## src/hw/rtl/wdm_pkg.sv

```systemverilog
// shared constants, types and helper functions of the wall density map
package wdm_pkg;

	localparam int MAX_WIDTH     = 256;
	localparam int MAX_HEIGHT    = 256;
	localparam int WINDOW_RADIUS = 9;
	localparam int QUERY_RADIUS  = 1;

	localparam int COUNT_W = 9;
	localparam logic [COUNT_W-1:0] COUNT_MAX = '1;
	localparam int WORD_W  = COUNT_W + 1;

	localparam int XW     = $clog2(MAX_WIDTH);
	localparam int YW     = $clog2(MAX_HEIGHT);
	localparam int DEPTH  = MAX_WIDTH * MAX_HEIGHT;
	localparam int ADDR_W = $clog2(DEPTH);

	localparam int MAX_R = (WINDOW_RADIUS > QUERY_RADIUS) ? WINDOW_RADIUS : QUERY_RADIUS;
	localparam int CNT_W = $clog2(2 * MAX_R + 1);

	localparam int POS_W  = 11;
	localparam int KIND_W = 2;
	localparam int CFG_W  = 9;

	localparam int DIM_MAX = (MAX_WIDTH > MAX_HEIGHT) ? MAX_WIDTH : MAX_HEIGHT;
	localparam int DIM_W   = $clog2(DIM_MAX + 1);
	// room for pos plus origin plus radius, and for a signed compare against the size
	localparam int COORD_W = ((DIM_W + 1 > 13) ? DIM_W + 1 : 13) + 1;

	localparam int APB_W   = 32;
	localparam int PADDR_W = 4;

	localparam int IN_DATA_W  = 24;
	localparam int OUT_DATA_W = 8;

	typedef logic signed [COORD_W-1:0] coord_t;
	typedef logic [DIM_W-1:0] dim_t;
	typedef logic [ADDR_W-1:0] addr_t;

	typedef enum logic [KIND_W-1:0] {
		KIND_SET   = 2'd0,
		KIND_CLEAR = 2'd1,
		KIND_QUERY = 2'd2
	} kind_t;

	typedef enum logic [1:0] {
		REG_GRID_WIDTH  = 2'd0,
		REG_GRID_HEIGHT = 2'd1,
		REG_ORIGIN_X    = 2'd2,
		REG_ORIGIN_Y    = 2'd3
	} reg_idx_t;

	typedef enum logic [2:0] {
		ST_CLEAR,
		ST_IDLE,
		ST_CTR_RD,
		ST_CTR_CHK,
		ST_SCAN,
		ST_DRAIN,
		ST_DONE
	} state_t;

	typedef struct packed {
		dim_t             width;
		dim_t             height;
		logic [CFG_W-1:0] origin_x;
		logic [CFG_W-1:0] origin_y;
	} cfg_t;

	typedef struct packed {
		logic out_of_range;
		logic legal;
		logic changed;
	} result_t;

	function automatic logic on_grid(coord_t x, coord_t y, dim_t w, dim_t h);
		logic x_ok;
		logic y_ok;
		x_ok = !x[COORD_W-1] && ($unsigned(x) < COORD_W'(w));
		y_ok = !y[COORD_W-1] && ($unsigned(y) < COORD_W'(h));
		return x_ok && y_ok;
	endfunction

	function automatic addr_t map_addr(coord_t x, coord_t y);
		addr_t a;
		a = ADDR_W'(x[XW-1:0]) * ADDR_W'(MAX_HEIGHT) + ADDR_W'(y[YW-1:0]);
		return a;
	endfunction

endpackage

```

## src/hw/rtl/wdm_ctrl.sv

```systemverilog
// sequencer: clearing pass, window read-modify-write, query scan, result register
module wdm_ctrl (
	input  logic                               clk,
	input  logic                               arst_n,
	input  wdm_pkg::cfg_t                      cfg,
	input  logic                               s_tvalid,
	output logic                               s_tready,
	input  logic [wdm_pkg::IN_DATA_W-1:0]      s_tdata,
	input  logic [wdm_pkg::KIND_W-1:0]         s_tuser,
	output logic                               m_tvalid,
	input  logic                               m_tready,
	output logic [wdm_pkg::OUT_DATA_W-1:0]     m_tdata,
	output logic                               ram_we,
	output wdm_pkg::addr_t                     ram_waddr,
	output logic [wdm_pkg::WORD_W-1:0]         ram_wdata,
	output wdm_pkg::addr_t                     ram_raddr,
	input  logic [wdm_pkg::WORD_W-1:0]         ram_rdata
);

	localparam int CW = wdm_pkg::COUNT_W;

	wdm_pkg::state_t state_q, state_d;
	wdm_pkg::addr_t  clr_q;
	logic            want_q;
	logic            qry_q;
	wdm_pkg::coord_t bx_q, by_q;
	logic [wdm_pkg::CNT_W-1:0] dx_q, dy_q;
	logic            chk_s1;
	wdm_pkg::addr_t  addr_s1;
	logic            ctr_s1;
	wdm_pkg::result_t res_q;
	wdm_pkg::result_t odata_q;
	logic            ovalid_q;

	wdm_pkg::kind_t  in_kind;
	wdm_pkg::coord_t in_x, in_y;
	logic            in_ok;
	logic [wdm_pkg::CNT_W-1:0] rad, span;
	wdm_pkg::coord_t px, py;
	logic            pos_ok;
	wdm_pkg::addr_t  pos_addr;
	logic            last_pos;
	logic            accept;
	logic            out_load;
	logic [CW-1:0]   cnt, cnt_new;

	assign in_kind = wdm_pkg::kind_t'(s_tuser);
	assign in_x    = wdm_pkg::coord_t'($signed(s_tdata[wdm_pkg::POS_W-1:0]));
	assign in_y    = wdm_pkg::coord_t'($signed(s_tdata[2*wdm_pkg::POS_W-1:wdm_pkg::POS_W]));
	assign in_ok   = wdm_pkg::on_grid(in_x, in_y, cfg.width, cfg.height);

	assign rad  = qry_q ? wdm_pkg::CNT_W'(wdm_pkg::QUERY_RADIUS)
	                    : wdm_pkg::CNT_W'(wdm_pkg::WINDOW_RADIUS);
	assign span = qry_q ? wdm_pkg::CNT_W'(2 * wdm_pkg::QUERY_RADIUS)
	                    : wdm_pkg::CNT_W'(2 * wdm_pkg::WINDOW_RADIUS);
	assign px   = bx_q + wdm_pkg::coord_t'(dx_q) - wdm_pkg::coord_t'(rad);
	assign py   = by_q + wdm_pkg::coord_t'(dy_q) - wdm_pkg::coord_t'(rad);
	assign pos_ok   = wdm_pkg::on_grid(px, py, cfg.width, cfg.height);
	assign pos_addr = wdm_pkg::map_addr(px, py);
	assign last_pos = (dx_q == span) && (dy_q == span);

	assign accept = s_tvalid && s_tready;

	// count update for the entry read in the previous cycle, saturating both ways
	assign cnt = ram_rdata[CW-1:0];
	always_comb begin
		if (want_q) begin
			cnt_new = (cnt != wdm_pkg::COUNT_MAX) ? cnt + CW'(1) : cnt;
		end else begin
			cnt_new = (cnt != '0) ? cnt - CW'(1) : cnt;
		end
	end

	always_ff @(posedge clk or negedge arst_n) begin
		if (!arst_n) begin
			state_q <= wdm_pkg::ST_CLEAR;
		end else begin
			state_q <= state_d;
		end
	end

	always_comb begin
		state_d   = state_q;
		s_tready  = 1'b0;
		out_load  = 1'b0;
		ram_raddr = pos_addr;
		ram_we    = chk_s1 && !qry_q;
		ram_waddr = addr_s1;
		ram_wdata = {ctr_s1 ? want_q : ram_rdata[CW], cnt_new};
		unique case (state_q)
			wdm_pkg::ST_CLEAR: begin
				ram_we    = 1'b1;
				ram_waddr = clr_q;
				ram_wdata = '0;
				if (clr_q == wdm_pkg::ADDR_W'(wdm_pkg::DEPTH - 1)) begin
					state_d = wdm_pkg::ST_IDLE;
				end
			end
			wdm_pkg::ST_IDLE: begin
				s_tready = 1'b1;
				if (s_tvalid) begin
					case (in_kind)
						wdm_pkg::KIND_SET, wdm_pkg::KIND_CLEAR: begin
							state_d = in_ok ? wdm_pkg::ST_CTR_RD : wdm_pkg::ST_DONE;
						end
						wdm_pkg::KIND_QUERY: state_d = wdm_pkg::ST_SCAN;
						default:             state_d = wdm_pkg::ST_DONE;
					endcase
				end
			end
			wdm_pkg::ST_CTR_RD: begin
				ram_raddr = wdm_pkg::map_addr(bx_q, by_q);
				state_d   = wdm_pkg::ST_CTR_CHK;
			end
			wdm_pkg::ST_CTR_CHK: begin
				state_d = (ram_rdata[CW] == want_q) ? wdm_pkg::ST_DONE : wdm_pkg::ST_SCAN;
			end
			wdm_pkg::ST_SCAN: begin
				if (last_pos) begin
					state_d = wdm_pkg::ST_DRAIN;
				end
			end
			wdm_pkg::ST_DRAIN: state_d = wdm_pkg::ST_DONE;
			wdm_pkg::ST_DONE: begin
				if (!ovalid_q || m_tready) begin
					out_load = 1'b1;
					state_d  = wdm_pkg::ST_IDLE;
				end
			end
			default: state_d = wdm_pkg::ST_IDLE;
		endcase
	end

	// control registers
	always_ff @(posedge clk or negedge arst_n) begin
		if (!arst_n) begin
			clr_q    <= '0;
			chk_s1   <= 1'b0;
			dx_q     <= '0;
			dy_q     <= '0;
			ovalid_q <= 1'b0;
		end else begin
			if (state_q == wdm_pkg::ST_CLEAR) begin
				clr_q <= clr_q + wdm_pkg::ADDR_W'(1);
			end
			chk_s1 <= (state_q == wdm_pkg::ST_SCAN) && pos_ok;
			if (accept) begin
				dx_q <= '0;
				dy_q <= '0;
			end else if (state_q == wdm_pkg::ST_SCAN) begin
				if (dy_q == span) begin
					dy_q <= '0;
					dx_q <= dx_q + wdm_pkg::CNT_W'(1);
				end else begin
					dy_q <= dy_q + wdm_pkg::CNT_W'(1);
				end
			end
			if (out_load) begin
				ovalid_q <= 1'b1;
			end else if (m_tready) begin
				ovalid_q <= 1'b0;
			end
		end
	end

	// payload registers
	always_ff @(posedge clk) begin
		addr_s1 <= pos_addr;
		ctr_s1  <= (dx_q == rad) && (dy_q == rad);
		if (accept) begin
			want_q <= (in_kind == wdm_pkg::KIND_SET);
			qry_q  <= (in_kind == wdm_pkg::KIND_QUERY);
			case (in_kind)
				wdm_pkg::KIND_SET, wdm_pkg::KIND_CLEAR: begin
					bx_q  <= in_x;
					by_q  <= in_y;
					res_q <= '{out_of_range: !in_ok, legal: 1'b0, changed: 1'b0};
				end
				wdm_pkg::KIND_QUERY: begin
					bx_q  <= in_x + wdm_pkg::coord_t'(cfg.origin_x);
					by_q  <= in_y + wdm_pkg::coord_t'(cfg.origin_y);
					res_q <= '{out_of_range: 1'b0, legal: 1'b1, changed: 1'b0};
				end
				default: begin
					bx_q  <= in_x;
					by_q  <= in_y;
					res_q <= '0;
				end
			endcase
		end
		if (state_q == wdm_pkg::ST_CTR_CHK && ram_rdata[CW] != want_q) begin
			res_q.changed <= 1'b1;
		end
		// a neighbor off the grid or with a wall nearby spoils the query
		if (qry_q && ((state_q == wdm_pkg::ST_SCAN && !pos_ok) || (chk_s1 && cnt != '0))) begin
			res_q.legal <= 1'b0;
		end
		if (out_load) begin
			odata_q <= res_q;
		end
	end

	assign m_tvalid = ovalid_q;
	assign m_tdata  = wdm_pkg::OUT_DATA_W'(odata_q);

	a_no_accept_twice: assert property (@(posedge clk) disable iff (!arst_n)
		accept |=> !s_tready)
		else $error("request accepted while previous item still in work");

	a_wb_follows_read: assert property (@(posedge clk) disable iff (!arst_n)
		(ram_we && state_q != wdm_pkg::ST_CLEAR) |-> ram_waddr == $past(ram_raddr))
		else $error("count write-back address differs from the read issued before");

	a_ctr_range: assert property (@(posedge clk) disable iff (!arst_n)
		(state_q == wdm_pkg::ST_SCAN) |-> (dx_q <= span && dy_q <= span))
		else $error("window counter out of range");

	a_no_write_in_query: assert property (@(posedge clk) disable iff (!arst_n)
		(qry_q && (state_q == wdm_pkg::ST_SCAN || state_q == wdm_pkg::ST_DRAIN)) |-> !ram_we)
		else $error("store written during a query");

	a_clear_gates_input: assert property (@(posedge clk) disable iff (!arst_n)
		(state_q == wdm_pkg::ST_CLEAR) |-> (!s_tready && !m_tvalid))
		else $error("channel active during clearing pass");

endmodule

```

## config.mk

```make
export PLATFORM = sky130hd
export DESIGN_NAME = wdm_ctrl
export DESIGN_NICKNAME = d
export VERILOG_FILES = /design/src/hw/rtl/wdm_pkg.sv /design/src/hw/rtl/wdm_ctrl.sv
export SDC_FILE = /design/constraint.sdc
export NUM_CORES = 1
export LEC_CHECK = 0
export BUFFER_PORTS_ARGS = -buffer_cell sky130_fd_sc_hd__buf_2
export CORE_ASPECT_RATIO = 2
export CORE_MARGIN = 5
export CORE_UTILIZATION = 58
export DETAILED_ROUTE_END_ITERATION = 7
export GPL_TIMING_DRIVEN = 0
export PLACE_DENSITY = 0.94
export SYNTH_ARGS = -nofsm -noshare
export SYNTH_HDL_FRONTEND = slang
export SYNTH_SLANG_ARGS = --single-unit
```

## constraint.sdc

```tcl
create_clock -name clk -period 5.45 [get_ports clk]
set_input_delay 0.2725 -clock clk [delete_from_list [all_inputs] [get_ports clk]]
set_output_delay 0.2725 -clock clk [all_outputs]
set_load 0.02 [all_outputs]
```

# Word-level counts from Yosys, hierarchy flattened
# Cells that the tools add are included.
word_totals:
  register_bits: 84
  latchBits: 0
  ramBits: 0
  romBits: 0
  out_inout_bits: 53
  elab_cells: 121
  memories: 0
classes:
  n_addsub: 13
  mul: 0
  n_div: 0
  magnitude_cmp: 4
  n_eq_ne: 20
  shifts: 0
  mux: 32
  bitwise: 0
  reduce_logical: 34
ops:
  columns: ["cell", "n"]
  rows:
  - ["less-than comparator 14 x 9 -> 1 bit", 4]
  - ["2-to-1 mux 5 bit", 7]
  - ["adder 16 x 8 -> 16 bit", 2]
  - ["2-to-1 mux 16 bit", 2]
  - ["adder 14 x 6 -> 14 bit", 2]
  - ["2-to-1 mux 14 bit", 2]
  - ["subtractor 14 x 5 -> 14 bit", 2]
  - ["2-to-1 mux 9 bit", 3]
  - ["adder 11 x 10 -> 12 bit", 2]
  - ["one-hot mux 3 bit (7 select lines)", 1]
  - ["adder 16 x 1 -> 16 bit, second input constant", 1]
  - ["== test 16 bit, second input constant", 1]
  - ["logical AND 1 bit", 15]
  - ["2-to-1 mux 3 bit", 5]
  - ["one-hot mux 3 bit (2 select lines)", 2]
  - ["adder 5 x 1 -> 5 bit, second input constant", 2]
  - ["== test 5 x 4 -> 1 bit", 2]
  - ["== test 5 bit", 2]
  - ["2-to-1 mux 10 bit", 1]
  - ["adder 9 x 1 -> 9 bit, second input constant", 1]
  - ["== test 3 bit, second input constant", 3]
  - ["!= test 9 bit, second input constant", 1]
  - ["nonzero test 9 bit", 1]
  - ["subtractor 9 x 1 -> 9 bit, second input constant", 1]
  - ["other kinds (18)", 38]

# Logic depth before layout (Yosys ltp)
# Gate-level depths: netlist of run 1.
logic_depth:
  word_depth: 9
  depth_mapped: 19
  ltp_nobuf: 19

# Least setup slack after synthesis of run 1
# Ideal clock, no wire load.
synth_timing:
  kind: "reg-to-reg"
  startpoint: "register qry_q"
  endpoint: "register res_q[1] in the netlist's numbering"
  arrival_ps: 4277
  t_required_ps: 5369
  path_slack_ps: 1092
  path_stages_with_launch: 16
  synth_period_minus_slack_ps: 4358
  path_cell_list: "edfxtp_1 > fa_1 > ha_1 > o21a_1 > a31o_1 > a21o_1 > a21oi_1 > xnor2_1 > ha_1 > a2111oi_2 > o21ai_1 > or4_4 > a2111oi_2 > nand4_1 > or4_1 > a41oi_1"
synth_between:
  elab_chain_len: 9
  word_cells_on_any_way: 14
synth_lines:
  columns: ["element", "line_no", "source"]
  rows:
  - ["from (decl)", "wdm_ctrl.sv:25", "logic qry_q;"]
  - ["from (signal assigned)", "wdm_ctrl.sv:172", "qry_q <= (in_kind == wdm_pkg::KIND_QUERY);"]
  - ["2-to-1 mux 4 bit", "wdm_ctrl.sv:52", "assign rad = qry_q ? wdm_pkg::CNT_W'(wdm_pkg::QUERY_RADIUS)"]
  - ["subtractor 14 x 5 -> 14 bit, on equally long branches", "wdm_ctrl.sv:56, wdm_ctrl.sv:57", null]
  - ["less-than comparator 14 x 9 -> 1 bit, or another cell as far along", "wdm_pkg.sv:79", "x_ok = !x[COORD_W-1] && ($unsigned(x) < COORD_W'(w));"]
  - ["logical AND 1 bit, on equally long branches", "wdm_pkg.sv:79, wdm_pkg.sv:80", null]
  - ["logical AND 1 bit", "wdm_pkg.sv:81", "return x_ok && y_ok;"]
  - ["zero test 1 bit", "wdm_ctrl.sv:195", "if (qry_q && ((state_q == wdm_pkg::ST_SCAN && !pos_ok) || (chk_s1 && cnt != '0))) begin"]
  - ["logical AND 1 bit", "wdm_ctrl.sv:195", null]
  - ["logical OR 1 bit", "wdm_ctrl.sv:195", null]
  - ["logical AND 1 bit (*)", "wdm_ctrl.sv:195", null]
  - ["to (signal assigned)", "wdm_ctrl.sv:177", "res_q <= '{out_of_range: !in_ok, legal: 1'b0, changed: 1'b0};"]
  - ["to (signal assigned)", "wdm_ctrl.sv:182", "res_q <= '{out_of_range: 1'b0, legal: 1'b1, changed: 1'b0};"]
  - ["to (decl)", "wdm_ctrl.sv:31", "wdm_pkg::result_t res_q;"]
# Every way passes the cells marked *; elsewhere a longest branch is shown, timed or not.
# A chain may end at the register's enable or synchronous reset.

# Final worst setup path of run 1
layout_timing:
  startpoint: "register dy_q[1] in the netlist's numbering"
  endpoint: "output ram_raddr[15]"
layout_between:
  elab_chain_len: 4
layout_lines:
  columns: ["element", "line_no", "source"]
  rows:
  - ["from (decl)", "wdm_ctrl.sv:27", "logic [wdm_pkg::CNT_W-1:0] dx_q, dy_q;"]
  - ["from (signal assigned)", "wdm_ctrl.sv:155", "dy_q <= dy_q + wdm_pkg::CNT_W'(1);"]
  - ["adder 14 x 6 -> 14 bit", "wdm_ctrl.sv:57", "assign py = by_q + wdm_pkg::coord_t'(dy_q) - wdm_pkg::coord_t'(rad);"]
  - ["subtractor 14 x 5 -> 14 bit", "wdm_ctrl.sv:57", null]
  - ["adder 16 x 8 -> 16 bit", "wdm_pkg.sv:86", "a = ADDR_W'(x[XW-1:0]) * ADDR_W'(MAX_HEIGHT) + ADDR_W'(y[YW-1:0]);"]
  - ["named net pos_addr[15]", "wdm_ctrl.sv:41", "wdm_pkg::addr_t pos_addr;"]
  - ["2-to-1 mux 16 bit", "wdm_ctrl.sv:90", "unique case (state_q)"]
  - ["to (decl)", "wdm_ctrl.sv:16", "output wdm_pkg::addr_t ram_raddr,"]
# The timed path passes the listed nets, and every way through them passes these cells.

==> results of run 1 <==
==> critical path, delay by kind of cell, from the launching register on <==
family / cells / cell delay [ps]
adder cells (fa/ha/maj): 3 / 920
buffers and inverters: 3 / 330
flip-flops: 1 / 440
XOR/XNOR: 3 / 610
AO/OA/AOI/OAI: 8 / 1910
multiplexers: 1 / 310
==> cell type report <==
type                            count  area [sq um]
Clock buffer                       11           254
Tap cell                          150           188
Multi-Input combinational cell    684          4840
Buffer                             23           105
Sequential cell                    80          2060
Timing Repair Buffer              121           617
Clock inverter                      5          60.1
Inverter                           92           345
Fill cell                         961          4020
==> layer usage <==
metal / vias up / share of wire (%) / global-route usage (%)
li1: 3331 / - / -
met1: 3251 / 32 / 25.6
met2: 287 / 55 / 51.6
met3: 114 / 5.0 / 4.48
met4: 0 / 8.3 / 20.9
met5: - / 0 / 0
==> worst max path at each step <==
stage | slack [ps] | start | to | cells after the start
3_3_place_gp | 440 | qry_q | ram_raddr[15] | 16
5_1_grt | 10 | dy_q[1] | ram_raddr[15] | 18
3_5_place_dp | 370 | qry_q | ram_raddr[15] | 16
2_1_floorplan | 1090 | qry_q | res_q[1] | 15
4_1_cts | 280 | qry_q | ram_raddr[15] | 16
6_report | 310 | dy_q[1] | ram_raddr[15] | 18
==> sequential cells by signal, summed over array words and instances (netlist names) <==
register  flops
clr_q        16
m_tdata       3
addr_s1      16
bx_q         12
want_q        1
chk_s1        1
state_q       3
res_q         3
by_q         12
dy_q          5
m_tvalid      1
dx_q          5
qry_q         1
ctr_s1        1
==> through the flow <==
stage / util [%] / cell area (sq um) / instances
5_1_grt: 67.8 / 8470 / 1166
6_report: 67.8 / 8470 / 1166
3_5_place_dp: 65.0 / 8120 / 1149
2_1_floorplan: - / 7320 / 879
3_3_place_gp: 64.9 / 8100 / 1148
4_1_cts: 67.7 / 8450 / 1166
==> cell families (layout without fill, tap and decap cells) <==
| kind of cell | Yosys count | after routing | share of synthesized area [%] |
|---|---|---|---|
| buffers and inverters | 115 | 252 | 6.17 |
| and+or+nand+nor | 295 | 295 | 18.9 |
| muxes | 14 | 14 | 2.14 |
| other | 1 | 5 | 0.0514 |
| adders and majority gates | 112 | 112 | 20.0 |
| AOI/OAI and AO/OA | 190 | 190 | 16.4 |
| xor gates and xnor gates | 68 | 68 | 8.16 |
| DFF | 80 | 80 | 28.2 |
==> Yosys cell counts, types with 5 or more instances <==
cell	number
a211oi_1	8
a21o_1	13
a21oi_1	59
a41oi_1	5
and3_1	14
buf_4	5
clkbuf_1	18
dfrtp_1	31
dfxtp_1	19
edfxtp_1	30
fa_1	8
ha_1	104
inv_1	87
mux2_2	9
nand2_1	120
nand2b_1	18
nand3_1	20
nand4_1	13
nor2_1	52
nor2b_1	14
nor3_1	20
nor4_1	5
o211ai_1	6
o21a_1	7
o21ai_0	26
o21ai_1	26
o31ai_1	8
or2_1	5
xnor2_1	42
xor2_1	26
==> what timing repair did <==
action | in CTS | in global routing
hold buffers | 1 | 0
gates resized for setup | 1 | 2
endpoints found under the hold margin | 11 | 0
cloned | 0 | 0
pin swaps | 0 | 0
endpoints found under the setup margin | 1 | 1
==> report_power, final <==
group	leakage (nW)	internal (mW)	total [mW]	switching, mW
sequential	0.846	0.831	0.950	0.119
combinational	3.14	1.52	3.97	2.44
clock	0.156	0.386	0.651	0.265
==> results summary, run 1 <==
The total leakage power is 4.14 nW. The detail-routed via count per cell came out at 5.99. Across all setup checks in the final design, the least slack found is 306 ps. The post-route clock period utilization came out at 94.4%. The worst flop-to-flop path startpoint is dy_q[0]. After synthesis, the share of flip-flops with an asynchronous set or reset is 38.8%. The average wire length per cell after detail routing came out at 17.6 um. The depth of the most critical reg-to-reg path is 18.

The cell area power density came out at 658 nW/um^2. The starting utilization of the core area is 58.5%. The area inside the core boundary is 12500 sq um. TritonCTS built the clock tree. The number of sinks handled by clock tree synthesis is 80.

In this run, CTS created clock tree buffers numbering 9. Entering global routing, the biggest net connects 34 pins. The min-delay analysis places its worst path in the category input port to flop. The number of port buffers came out at 119. The total die area came out at 15100 sq um.

The number of cells on the worst hold path came out at 2. The highest ir drop seen on vdd came out at 0.000484 V. For the worst-skew pair, the clock arrives at the later sink with an insertion delay of 350 ps.

The routed layout has 6983 vias. The floorplan step set the die height to 169 um. In this run the worst path has a maximum fanout of 10.

In this run the critical register-to-register path is captured at chk_s1. The highest clock rate is 0.194 GHz. The worst setup path is launched from a flop. The ratio of cells with drive above 1 in the final layout is 15.9%.

The run finished with clean final reports. The largest buffer count on any clock path is 2. The top-area cell type share of the netlist area is 17.8%. The number of DRC markers in iteration 0 is 466. The total power is 5.57 mW. Setup repair after global routing left no endpoint under its margin. The buffers inserted during post-CTS setup optimization is 0. Data on the critical path is required at its endpoint by 5180 ps. The number of violations of the max-capacitance limit came out at 0. The endpoint of the worst hold path is want_q. In the final design database the tool counted 1199 nets. The first global-routing pass estimated 32600 um of wire.

At the pin with the least slew margin, the transition time is 898 ps. Setup violations remaining at the end of the flow were counted as 0. The number of antenna diodes in the final layout is 0.

CTS placed an instance of clkbuf_16 at the clock tree root. In this run, synthesis inferred 30 flip-flops with an integrated enable. For the final database, setup skew stands at 7.70 ps. The antenna violation net count after detailed routing came out at 0. The largest total area in the synthesized netlist belongs to ha_1. The gate count of the mapped netlist came out at 875. Yosys attributes the largest share of cell area to ha_1, edfxtp_1, dfrtp_1.

The worst setup path is captured at an output port. The summed instance area of the synthesized netlist came out at 7300 sq um. The number of H-tree levels came out at 3. Walking the worst path, the cells encountered are inv_1 > ha_1 > inv_1 > ha_1 > a211oi_1 > o21bai_1 > a2111o_1 > o211ai_1 > xnor2_4 > ha_1 > a21o_1 > a21oi_1 > o21ai_1 > o41ai_2 > xnor2_1 > xnor2_1 > mux2_2 > buf_2.

The routability congestion estimate from global placement came out at 0.940. The post-route DRC violation count is 0. In this run the register-to-register setup slack is 620 ps. Synthesis inferred 80 register bits. Before CTS, the worst setup slack after placement is 373 ps. The biggest cell delay along the critical path came out at 450 ps.

The worst endpoint data arrival time is 4870 ps. The top cell types in the final layout, fill and taps aside, are nand2_1, buf_2, ha_1, inv_1, a21oi_1. The leading cell type in the layout, fill and taps excluded is nand2_1. The total congestion overflow came out at 0.

The final count of hold timing violations is 0. The cell row count came out at 58. By instance count, the cell type seen most on the critical path is ha_1.

The count of boundary I/O pins is 129. The total of warnings raised by yosys came out at 0. The horizontal die dimension came out at 89.3 um. The normalized max-slew margin is 39.6%. The total negative setup slack came out at 0 ps. Sequential cells were found to cover 28.2% of the synthesized design area. The sum of routed wire length over all layers came out at 20500 um. The worst-path cell with the longest stage delay is a2111o_1. The via count of the first global-routing pass is 7209. The final max-slew violation count is 0. Subtracting the final worst setup slack from the clock period gives 5140 ps.

In the synthesized netlist the dominant register cell turns out to be dfrtp_1. The layout overhead on the synthesized area is 16.0%. After synthesis, the netlist uses 62 different library cells.

The startpoint identified for the worst hold timing path is s_tuser[0]. The initial antenna violation count is 0. The final hold slack came out at 204 ps. For this run, the total global-route usage over all layers was measured as 27.9%. The clock transition at the register clock pins on the worst setup and hold paths after CTS came out at 60 ps. The number of optimization iterations in the first detailed-route pass came out at 7.

Averaged over all synthesized cells, the footprint is 8.35 sq um. The worst setup path is of the flop to output port kind. The HPWL after detailed placement came out at 16400 um.
No activity file was read; power rests on OpenSTA's default activity.
==> run 2, diff against run 1 <==
--- a/config.mk
+++ b/config.mk
@@ -8,10 +8,11 @@
 export BUFFER_PORTS_ARGS = -buffer_cell sky130_fd_sc_hd__buf_2
 export CORE_ASPECT_RATIO = 2
 export CORE_MARGIN = 5
-export CORE_UTILIZATION = 58
+export CORE_UTILIZATION = 52
 export DETAILED_ROUTE_END_ITERATION = 7
 export GPL_TIMING_DRIVEN = 0
-export PLACE_DENSITY = 0.94
+export MAX_ROUTING_LAYER = met4
+export PLACE_DENSITY = 0.9
 export SYNTH_ARGS = -nofsm -noshare
 export SYNTH_HDL_FRONTEND = slang
 export SYNTH_SLANG_ARGS = --single-unit
==> constraint.sdc (replaced) <==
create_clock -name clk -period 4.1 [get_ports clk]
set_input_delay 0.205 -clock clk [delete_from_list [all_inputs] [get_ports clk]]
set_output_delay 0.205 -clock clk [all_outputs]
set_load 0.02 [all_outputs]
==> run 2 against run 1 <==
The run now ends with setup timing left; flip-flop and latch count unchanged; sequential share of layout area down 1.4 points; final cell count rose by 5.1%; non-clock buffer count is 20 higher; combinational power grew 75%; clock skew is 4.0 ps higher; core utilization fell by 3.0 points; count of clock-buffer cells in the layout is 2 lower; total power increased by 62%; global-route usage fell by 1.2 points; first-iteration DRC count rose by 21%; highest routed layer unchanged.
==> results summary, run 2 (synthesis gave the netlist of run 1 again) <==
The checks that failed: setup timing. The number of H-tree levels came out at 3 (unchanged). The worst path setup slack after routing is -795 ps (was 306 ps). The detail-routed via count per cell is 6.01 (was 5.99).

The area inside the core boundary is 13900 sq um (was 12500 sq um). The type of the setup path with the least slack is flop to output port (unchanged). The overall global routing resource usage came out at 26.7% (was 27.9%). The sum of routed wire length over all layers is 23400 um (was 20500 um). The worst hold path class is input port to flop (unchanged). The normalized max-slew margin is 42.3% (was 39.6%). The layout overhead on the synthesized area is 23.3% (was 16.0%). The largest buffer count on any clock path is 2 (unchanged). Run status: finished, violations left (was finished, final reports clean). The largest fanout on the critical path was 6 (was 10). The count of boundary I/O pins is 129 (unchanged).

The required time of the worst setup path is 3890 ps (was 5180 ps). The cell row count is 61 (was 58). The number of sinks handled by clock tree synthesis is 80 (unchanged).

The number of placed instances with taps included came out at 1188 (was 1149). The ratio of cells with drive above 1 in the final layout came out at 21.6% (was 15.9%). The buffer type at the clock tree root is clkbuf_16 (unchanged).

The initial antenna violation count came to 1 (was 0). The routability congestion estimate from global placement came to 0.928 (was 0.940). The antenna violation net count after detailed routing came out at 0 (unchanged).

The worst endpoint data arrival time is 4690 ps (was 4870 ps). The post-route DRC violation count came out at 0 (unchanged). The total leakage power came to 4.28 nW (was 4.14 nW). The horizontal die dimension is 93.8 um (was 89.3 um).

The clock period minus worst slack came out at 4900 ps. The number of CTS-inserted buffers came out at 9 (unchanged). The category of the worst setup path capture point is an output port (unchanged). The leading cell type in the layout, fill and taps excluded is nand2_1 (unchanged). The post-route clock period utilization is 119%.

The cell area power density came to 1000 nW/um^2 (was 658 nW/um^2). The final max-slew violation count is 0 (unchanged). The average wire length per cell after detail routing came to 19.1 um (was 17.6 um). The launching element type of the critical path was a flop (unchanged). The TritonCTS clock tree was yes (unchanged). The worst setup skew after layout is 11.7 ps (was 7.70 ps). Largest regs: addr_s1 (16), clr_q (16) (unchanged).

The starting utilization of the core area came to 52.6% (was 58.5%). The via count of the first global-routing pass came out at 7343 (was 7209). The clock transition at the register clock pins on the worst setup and hold paths after CTS came out at 70 ps (was 60 ps). Commonest non-fill, non-tap cells in the layout: nand2_1, buf_2, ha_1, inv_1, a21oi_1 (unchanged). The number of vias in the routed layout is 7370 (was 6983). The number of optimization iterations in the first detailed-route pass is 5 (was 7). The HPWL after detailed placement came out at 16400 um (about the same). The worst-case setup slack after placement came out at -669 ps (was 373 ps). The highest ir drop seen on vdd was 0.000953 V (was 0.000484 V). The post-layout net count came out at 1219 (was 1199).

The number of DRC markers in iteration 0 came out at 564 (was 466). The total congestion overflow came out at 0 (unchanged). The number of violations of the max-capacitance limit came out at 0 (unchanged).

Static timing analysis puts the maximum clock frequency at 0.204 GHz. The pin count of the biggest net entering global routing came out at 34 (unchanged). The number of fill cells came out at 1076 (was 961).

The total die area is 16700 sq um (was 15100 sq um). The wire length of the first global-routing pass is 33900 um (was 32600 um). The die boundary height came out at 178 um (was 169 um). The final count of hold timing violations came out at 0 (unchanged).

The worst-skew pair later-pin latency came out at 360 ps (was 350 ps). Setup repair after global routing missed its margin: yes (was no). The number of non-filler instances in the completed layout came out at 1226 (was 1166). The final count of negative-setup-slack endpoints is 9 (was 0).

The actual slew at the worst max-slew pin came out at 858 ps (was 898 ps). The number of port buffers came to 119 (unchanged).
==> run 2: cell count changes in the layout (fill, tap and decap cells not counted), sizes merged <==
cell | previous run | this run
inv | 94 | 96
clkbuf | 29 | 27
bufinv | 1 | 0
diode | 0 | 1
buf | 125 | 145
clkinvlp | 0 | 1
==> run 2: where the power goes <==
part | internal, mW | total, mW | switching (mW)
Combinational | 2.99 | 6.93 | 3.93
Clock | 0.431 | 0.826 | 0.394
Sequential | 1.11 | 1.28 | 0.170
==> run 2: layout make-up <==
cell class / count / area (sq um) / share of cell area (%)
Multi-Input combinational cell: 684 / 5150 / 57.2
Sequential cell: 80 / 2060 / 22.9
Buffer: 23 / 105 / 1.17
Antenna cell: 1 / 2.50 / 0.0278
Clock inverter: 7 / 72.6 / 0.806
Clock buffer: 9 / 225 / 2.50
Inverter: 92 / 345 / 3.83
Timing Repair Buffer: 141 / 807 / 8.96
Tap cell: 189 / 236 / 2.63
==> run 2: final timing paths <==
path | start | to | slack, ps | depth (start not counted)
max | dy_q[2] | ram_raddr[15] | -800 | 18
min | s_tuser[0] | want_q | 140 | 2
max reg2reg | by_q[3] | res_q[1] | -590 | 18
min reg2reg | res_q[2] | m_tdata[2] | 430 | 0
max in group asynchronous | arst_n | dx_q[0] | 3130 | 2
min in group asynchronous | arst_n | clr_q[0] | 430 | 2
==> run 2: per-layer routing <==
layer	wire length, um	GRT usage, %	vias to the layer above	part of all wire (%)
li1	-	-	3370	-
met1	7590	23.1	3423	32
met2	12200	48.4	417	52
met3	1390	4.24	160	5.9
met4	2230	22.7	0	9.5
met5	0	-	-	0
==> run 2: worst max-delay path, cell delays in order (launching register included) <==
cell and delay (ps):
dfrtp_2 430, inv_1 110, ha_1 300, inv_1 70, ha_4 190, a211oi_4 270
o21bai_4 110, a2111o_1 470, o211ai_1 230, xnor2_4 240, ha_4 260, a21o_1 160
a21oi_2 180, o21ai_2 110, o41ai_2 450, xnor2_1 190, xnor2_1 110, mux2_4 320
buf_6 140
==> run 2: metrics by stage <==
stage / hold WS [ps] / power, mW / area (sq um) / TNS, ps / util (%)
finish: 137 / 9.03 / 9010 / -4550 / 64.8
global route: 136 / 9.50 / 9010 / -5370 / 64.8
CTS: 131 / 7.98 / 8790 / -2250 / 63.3
detailed placement: 302 / 6.43 / 8200 / -2400 / 59.1
global placement: 299 / 6.27 / 8190 / -2080 / 58.9
floorplan: -90.6 / 4.94 / 7360 / -6.70 / -
==> run 2: repair_timing <==
action                                  in CTS  in global routing
endpoints found under the setup margin      10                  9
hold buffers                                 1                  0
pin swaps                                   26                 26
gates resized for setup                     32                 33
endpoints found under the hold margin       31                  0
buffers inserted                            15                  9
==> run 3, diff against run 2 <==
--- a/config.mk
+++ b/config.mk
@@ -8,11 +8,11 @@
 export BUFFER_PORTS_ARGS = -buffer_cell sky130_fd_sc_hd__buf_2
 export CORE_ASPECT_RATIO = 2
 export CORE_MARGIN = 5
-export CORE_UTILIZATION = 52
+export CORE_UTILIZATION = 58
 export DETAILED_ROUTE_END_ITERATION = 7
 export GPL_TIMING_DRIVEN = 0
 export MAX_ROUTING_LAYER = met4
-export PLACE_DENSITY = 0.9
+export PLACE_DENSITY = 0.94
 export SYNTH_ARGS = -nofsm -noshare
 export SYNTH_HDL_FRONTEND = slang
 export SYNTH_SLANG_ARGS = --single-unit
==> constraint.sdc (replaced) <==
create_clock -name clk -period 5.1 [get_ports clk]
set_input_delay 0.255 -clock clk [delete_from_list [all_inputs] [get_ports clk]]
set_output_delay 0.255 -clock clk [all_outputs]
set_load 0.02 [all_outputs]
==> run 3 against run 2 <==
The flow now finishes without violations; combinational power shrank 36%; count of clock-buffer cells in the layout unchanged; setup slack improved by 830 ps; core utilization rose by 3.5 points; total power is 32% lower; critical path depth increased by 2; via count shrank 4.2%; flip-flop and latch count unchanged; first-iteration DRC count is 9.9% lower; largest power group unchanged; highest routed layer unchanged.
==> results summary, run 3 (synthesis gave the netlist of run 1 again) <==
The overall global routing resource usage is 29.3% (was 26.7%). Based on the critical path, the design can be clocked at up to 0.197 GHz. The number of vias in the routed layout came out at 7062 (was 7370). The worst-skew pair later-pin latency came out at 350 ps (was 360 ps). The count of boundary I/O pins was 129 (unchanged). The number of optimization iterations in the first detailed-route pass is 7 (was 5). The antenna violation net count after detailed routing is 0 (unchanged). The actual slew at the worst max-slew pin is 1040 ps (was 858 ps). The largest fanout on the critical path came out at 7 (was 6). The final design area excluding fillers came out at 8530 sq um (was 9010 sq um). The launching element type of the critical path is a flop (unchanged). The TritonCTS clock tree is yes (unchanged). The largest buffer count on any clock path is 2 (unchanged). The post-route DRC violation count is 0 (unchanged).

The post-layout net count came to 1206 (was 1219). The leading cell type in the layout, fill and taps excluded was nand2_1 (unchanged). The highest ir drop seen on vdd is 0.000493 V (was 0.000953 V). The worst setup skew after layout came to 9.31 ps (was 11.7 ps). The total cell area at the placement stage was 8120 sq um (was 8200 sq um). The type of the setup path with the least slack is flop to output port (unchanged). The number of violations of the max-capacitance limit is 0 (unchanged). Largest regs: addr_s1 (16), clr_q (16) (unchanged). The horizontal die dimension came out at 89.3 um (was 93.8 um). The wire length of the first global-routing pass came out at 33500 um (was 33900 um).

The number of fill cells came to 954 (was 1076). The number of CTS-inserted buffers is 9 (unchanged). The die boundary height is 169 um (was 178 um). The layout overhead on the synthesized area came out at 16.8% (was 23.3%).

The average wire length per cell after detail routing was 18.1 um (was 19.1 um). The storage element area came out at 2060 sq um (about the same). The total leakage power came out at 4.16 nW (was 4.28 nW). The total power is 6.10 mW (was 9.03 mW). The area inside the core boundary came to 12500 sq um (was 13900 sq um). The clock transition at the register clock pins on the worst setup and hold paths after CTS came out at 70 ps (about the same). The area taken by multi-input logic gates came out at 4880 sq um (was 5150 sq um).

The post-route clock period utilization came out at 99.3%. The category of the worst setup path capture point is an output port (unchanged). The detail-routed via count per cell is 6.02 (was 6.01). The initial antenna violation count came out at 0 (was 1). The number of sinks handled by clock tree synthesis came out at 80 (unchanged). The pin count of the biggest net entering global routing came out at 34 (unchanged). The sum of routed wire length over all layers is 21300 um (was 23400 um). Commonest non-fill, non-tap cells in the layout: nand2_1, buf_2, ha_1, inv_1, a21oi_1 (unchanged). The routability congestion estimate from global placement is 0.946 (was 0.928). The total die area came to 15100 sq um (was 16700 sq um). The final count of negative-setup-slack endpoints is 0 (was 9). The HPWL after detailed placement came out at 16500 um (was 16400 um). The ratio of cells with drive above 1 in the final layout was 17.2% (was 21.6%). The cell row count came out at 58 (was 61).

The via count of the first global-routing pass is 7290 (was 7343). The antenna diode count came to 0 (was 1). The cell area power density is 716 nW/um^2 (was 1000 nW/um^2). Run status: finished, final reports clean (was finished, violations left). The number of DRC markers in iteration 0 is 508 (was 564).

The total negative setup slack came to 0 ps (was -4550 ps). The clock period minus worst slack is 5060 ps. The worst hold path class is input port to flop (unchanged). The worst endpoint data arrival time came out at 4810 ps (was 4690 ps).

The final max-slew violation count is 0 (unchanged). The required time of the worst setup path came to 4850 ps (was 3890 ps). The number of port buffers came out at 119 (unchanged). The number of H-tree levels is 3 (unchanged). The final count of hold timing violations came to 0 (unchanged).

The buffer type at the clock tree root is clkbuf_16 (unchanged). The normalized max-slew margin is 30.1% (was 42.3%). The starting utilization of the core area is 58.5% (was 52.6%). The total congestion overflow came out at 0 (unchanged).
-- run 3: changes by cell type in the layout (fill, tap and decap cells not counted), moves of 4 or more --
cell / delta
ha_1: +8
buf_6: -8
buf_2: +4
xor2_1: +4
ha_4: -7
buf_4: -9
xor2_2: -4
-- run 3: metal layers --
| metal | share of wire [%] | track usage, % | up-vias |
|---|---|---|---|
| met5 | 0 | - | - |
| met1 | 32 | 26.9 | 3258 |
| li1 | - | - | 3336 |
| met2 | 53 | 52.2 | 337 |
| met4 | 9.0 | 21.1 | 0 |
| met3 | 5.2 | 4.34 | 131 |
-- run 3: area by class of cell --
type	instances	share of cell area (%)
sequential	80	24.1
timing repair buffer	128	7.85
multi-input combinational	684	57.2
tap	150	2.20
buffer	23	1.23
inverter	92	4.05
clock buffer	9	2.64
clock inverter	7	0.704
-- run 3: worst paths after layout --
kind	slack, ps	depth (start not counted)	end	start
worst min register to register	430	0	m_tdata[2]	res_q[2]
max in group asynchronous	4110	2	clr_q[15]	arst_n
worst max register to register	240	18	res_q[1]	dy_q[2]
worst max-delay path	40	20	ram_raddr[14]	dy_q[1]
worst min-delay path	210	3	bx_q[0]	s_tdata[0]
min in group asynchronous	500	2	clr_q[0]	arst_n
-- run 3: critical path, stage by stage (launching register included) --
cell and delay [ps]:
dfrtp_1 380, inv_1 90, ha_1 320, inv_1 50, ha_1 350, a211oi_2 330, o21bai_1 130, a2111o_1 410
o211ai_1 220, xnor2_4 260, buf_4 200, inv_2 60, fa_1 460, nor2b_1 140, o21ai_1 80, nand2b_1 120
a21o_1 140, a21oi_1 80, xnor2_1 270, mux2_2 230, buf_2 160
-- run 3: power by group --
group	total, mW	internal (mW)	leakage, nW	switching [mW]
Sequential	1.01	0.888	0.846	0.125
Combinational	4.45	1.72	3.17	2.73
Clock	0.643	0.342	0.144	0.302
-- run 3: per-stage QoR --
step	utilization, %	setup slack, ps	std cells	hold WS (ps)
detailed placement	65.0	91.1	1149	345
CTS	67.6	61.1	1166	212
global placement	64.9	152	1148	340
global route	68.3	-103	1173	225
finish	68.3	35.7	1173	212
floorplan	-	742	879	-40.6
-- run 3: what timing repair did --
item	in CTS	in global routing
pin swaps	0	5
buffers inserted	0	7
endpoints found under the hold margin	31	0
resized for setup	3	8
hold buffers	1	0
setup endpoints to repair	4	4
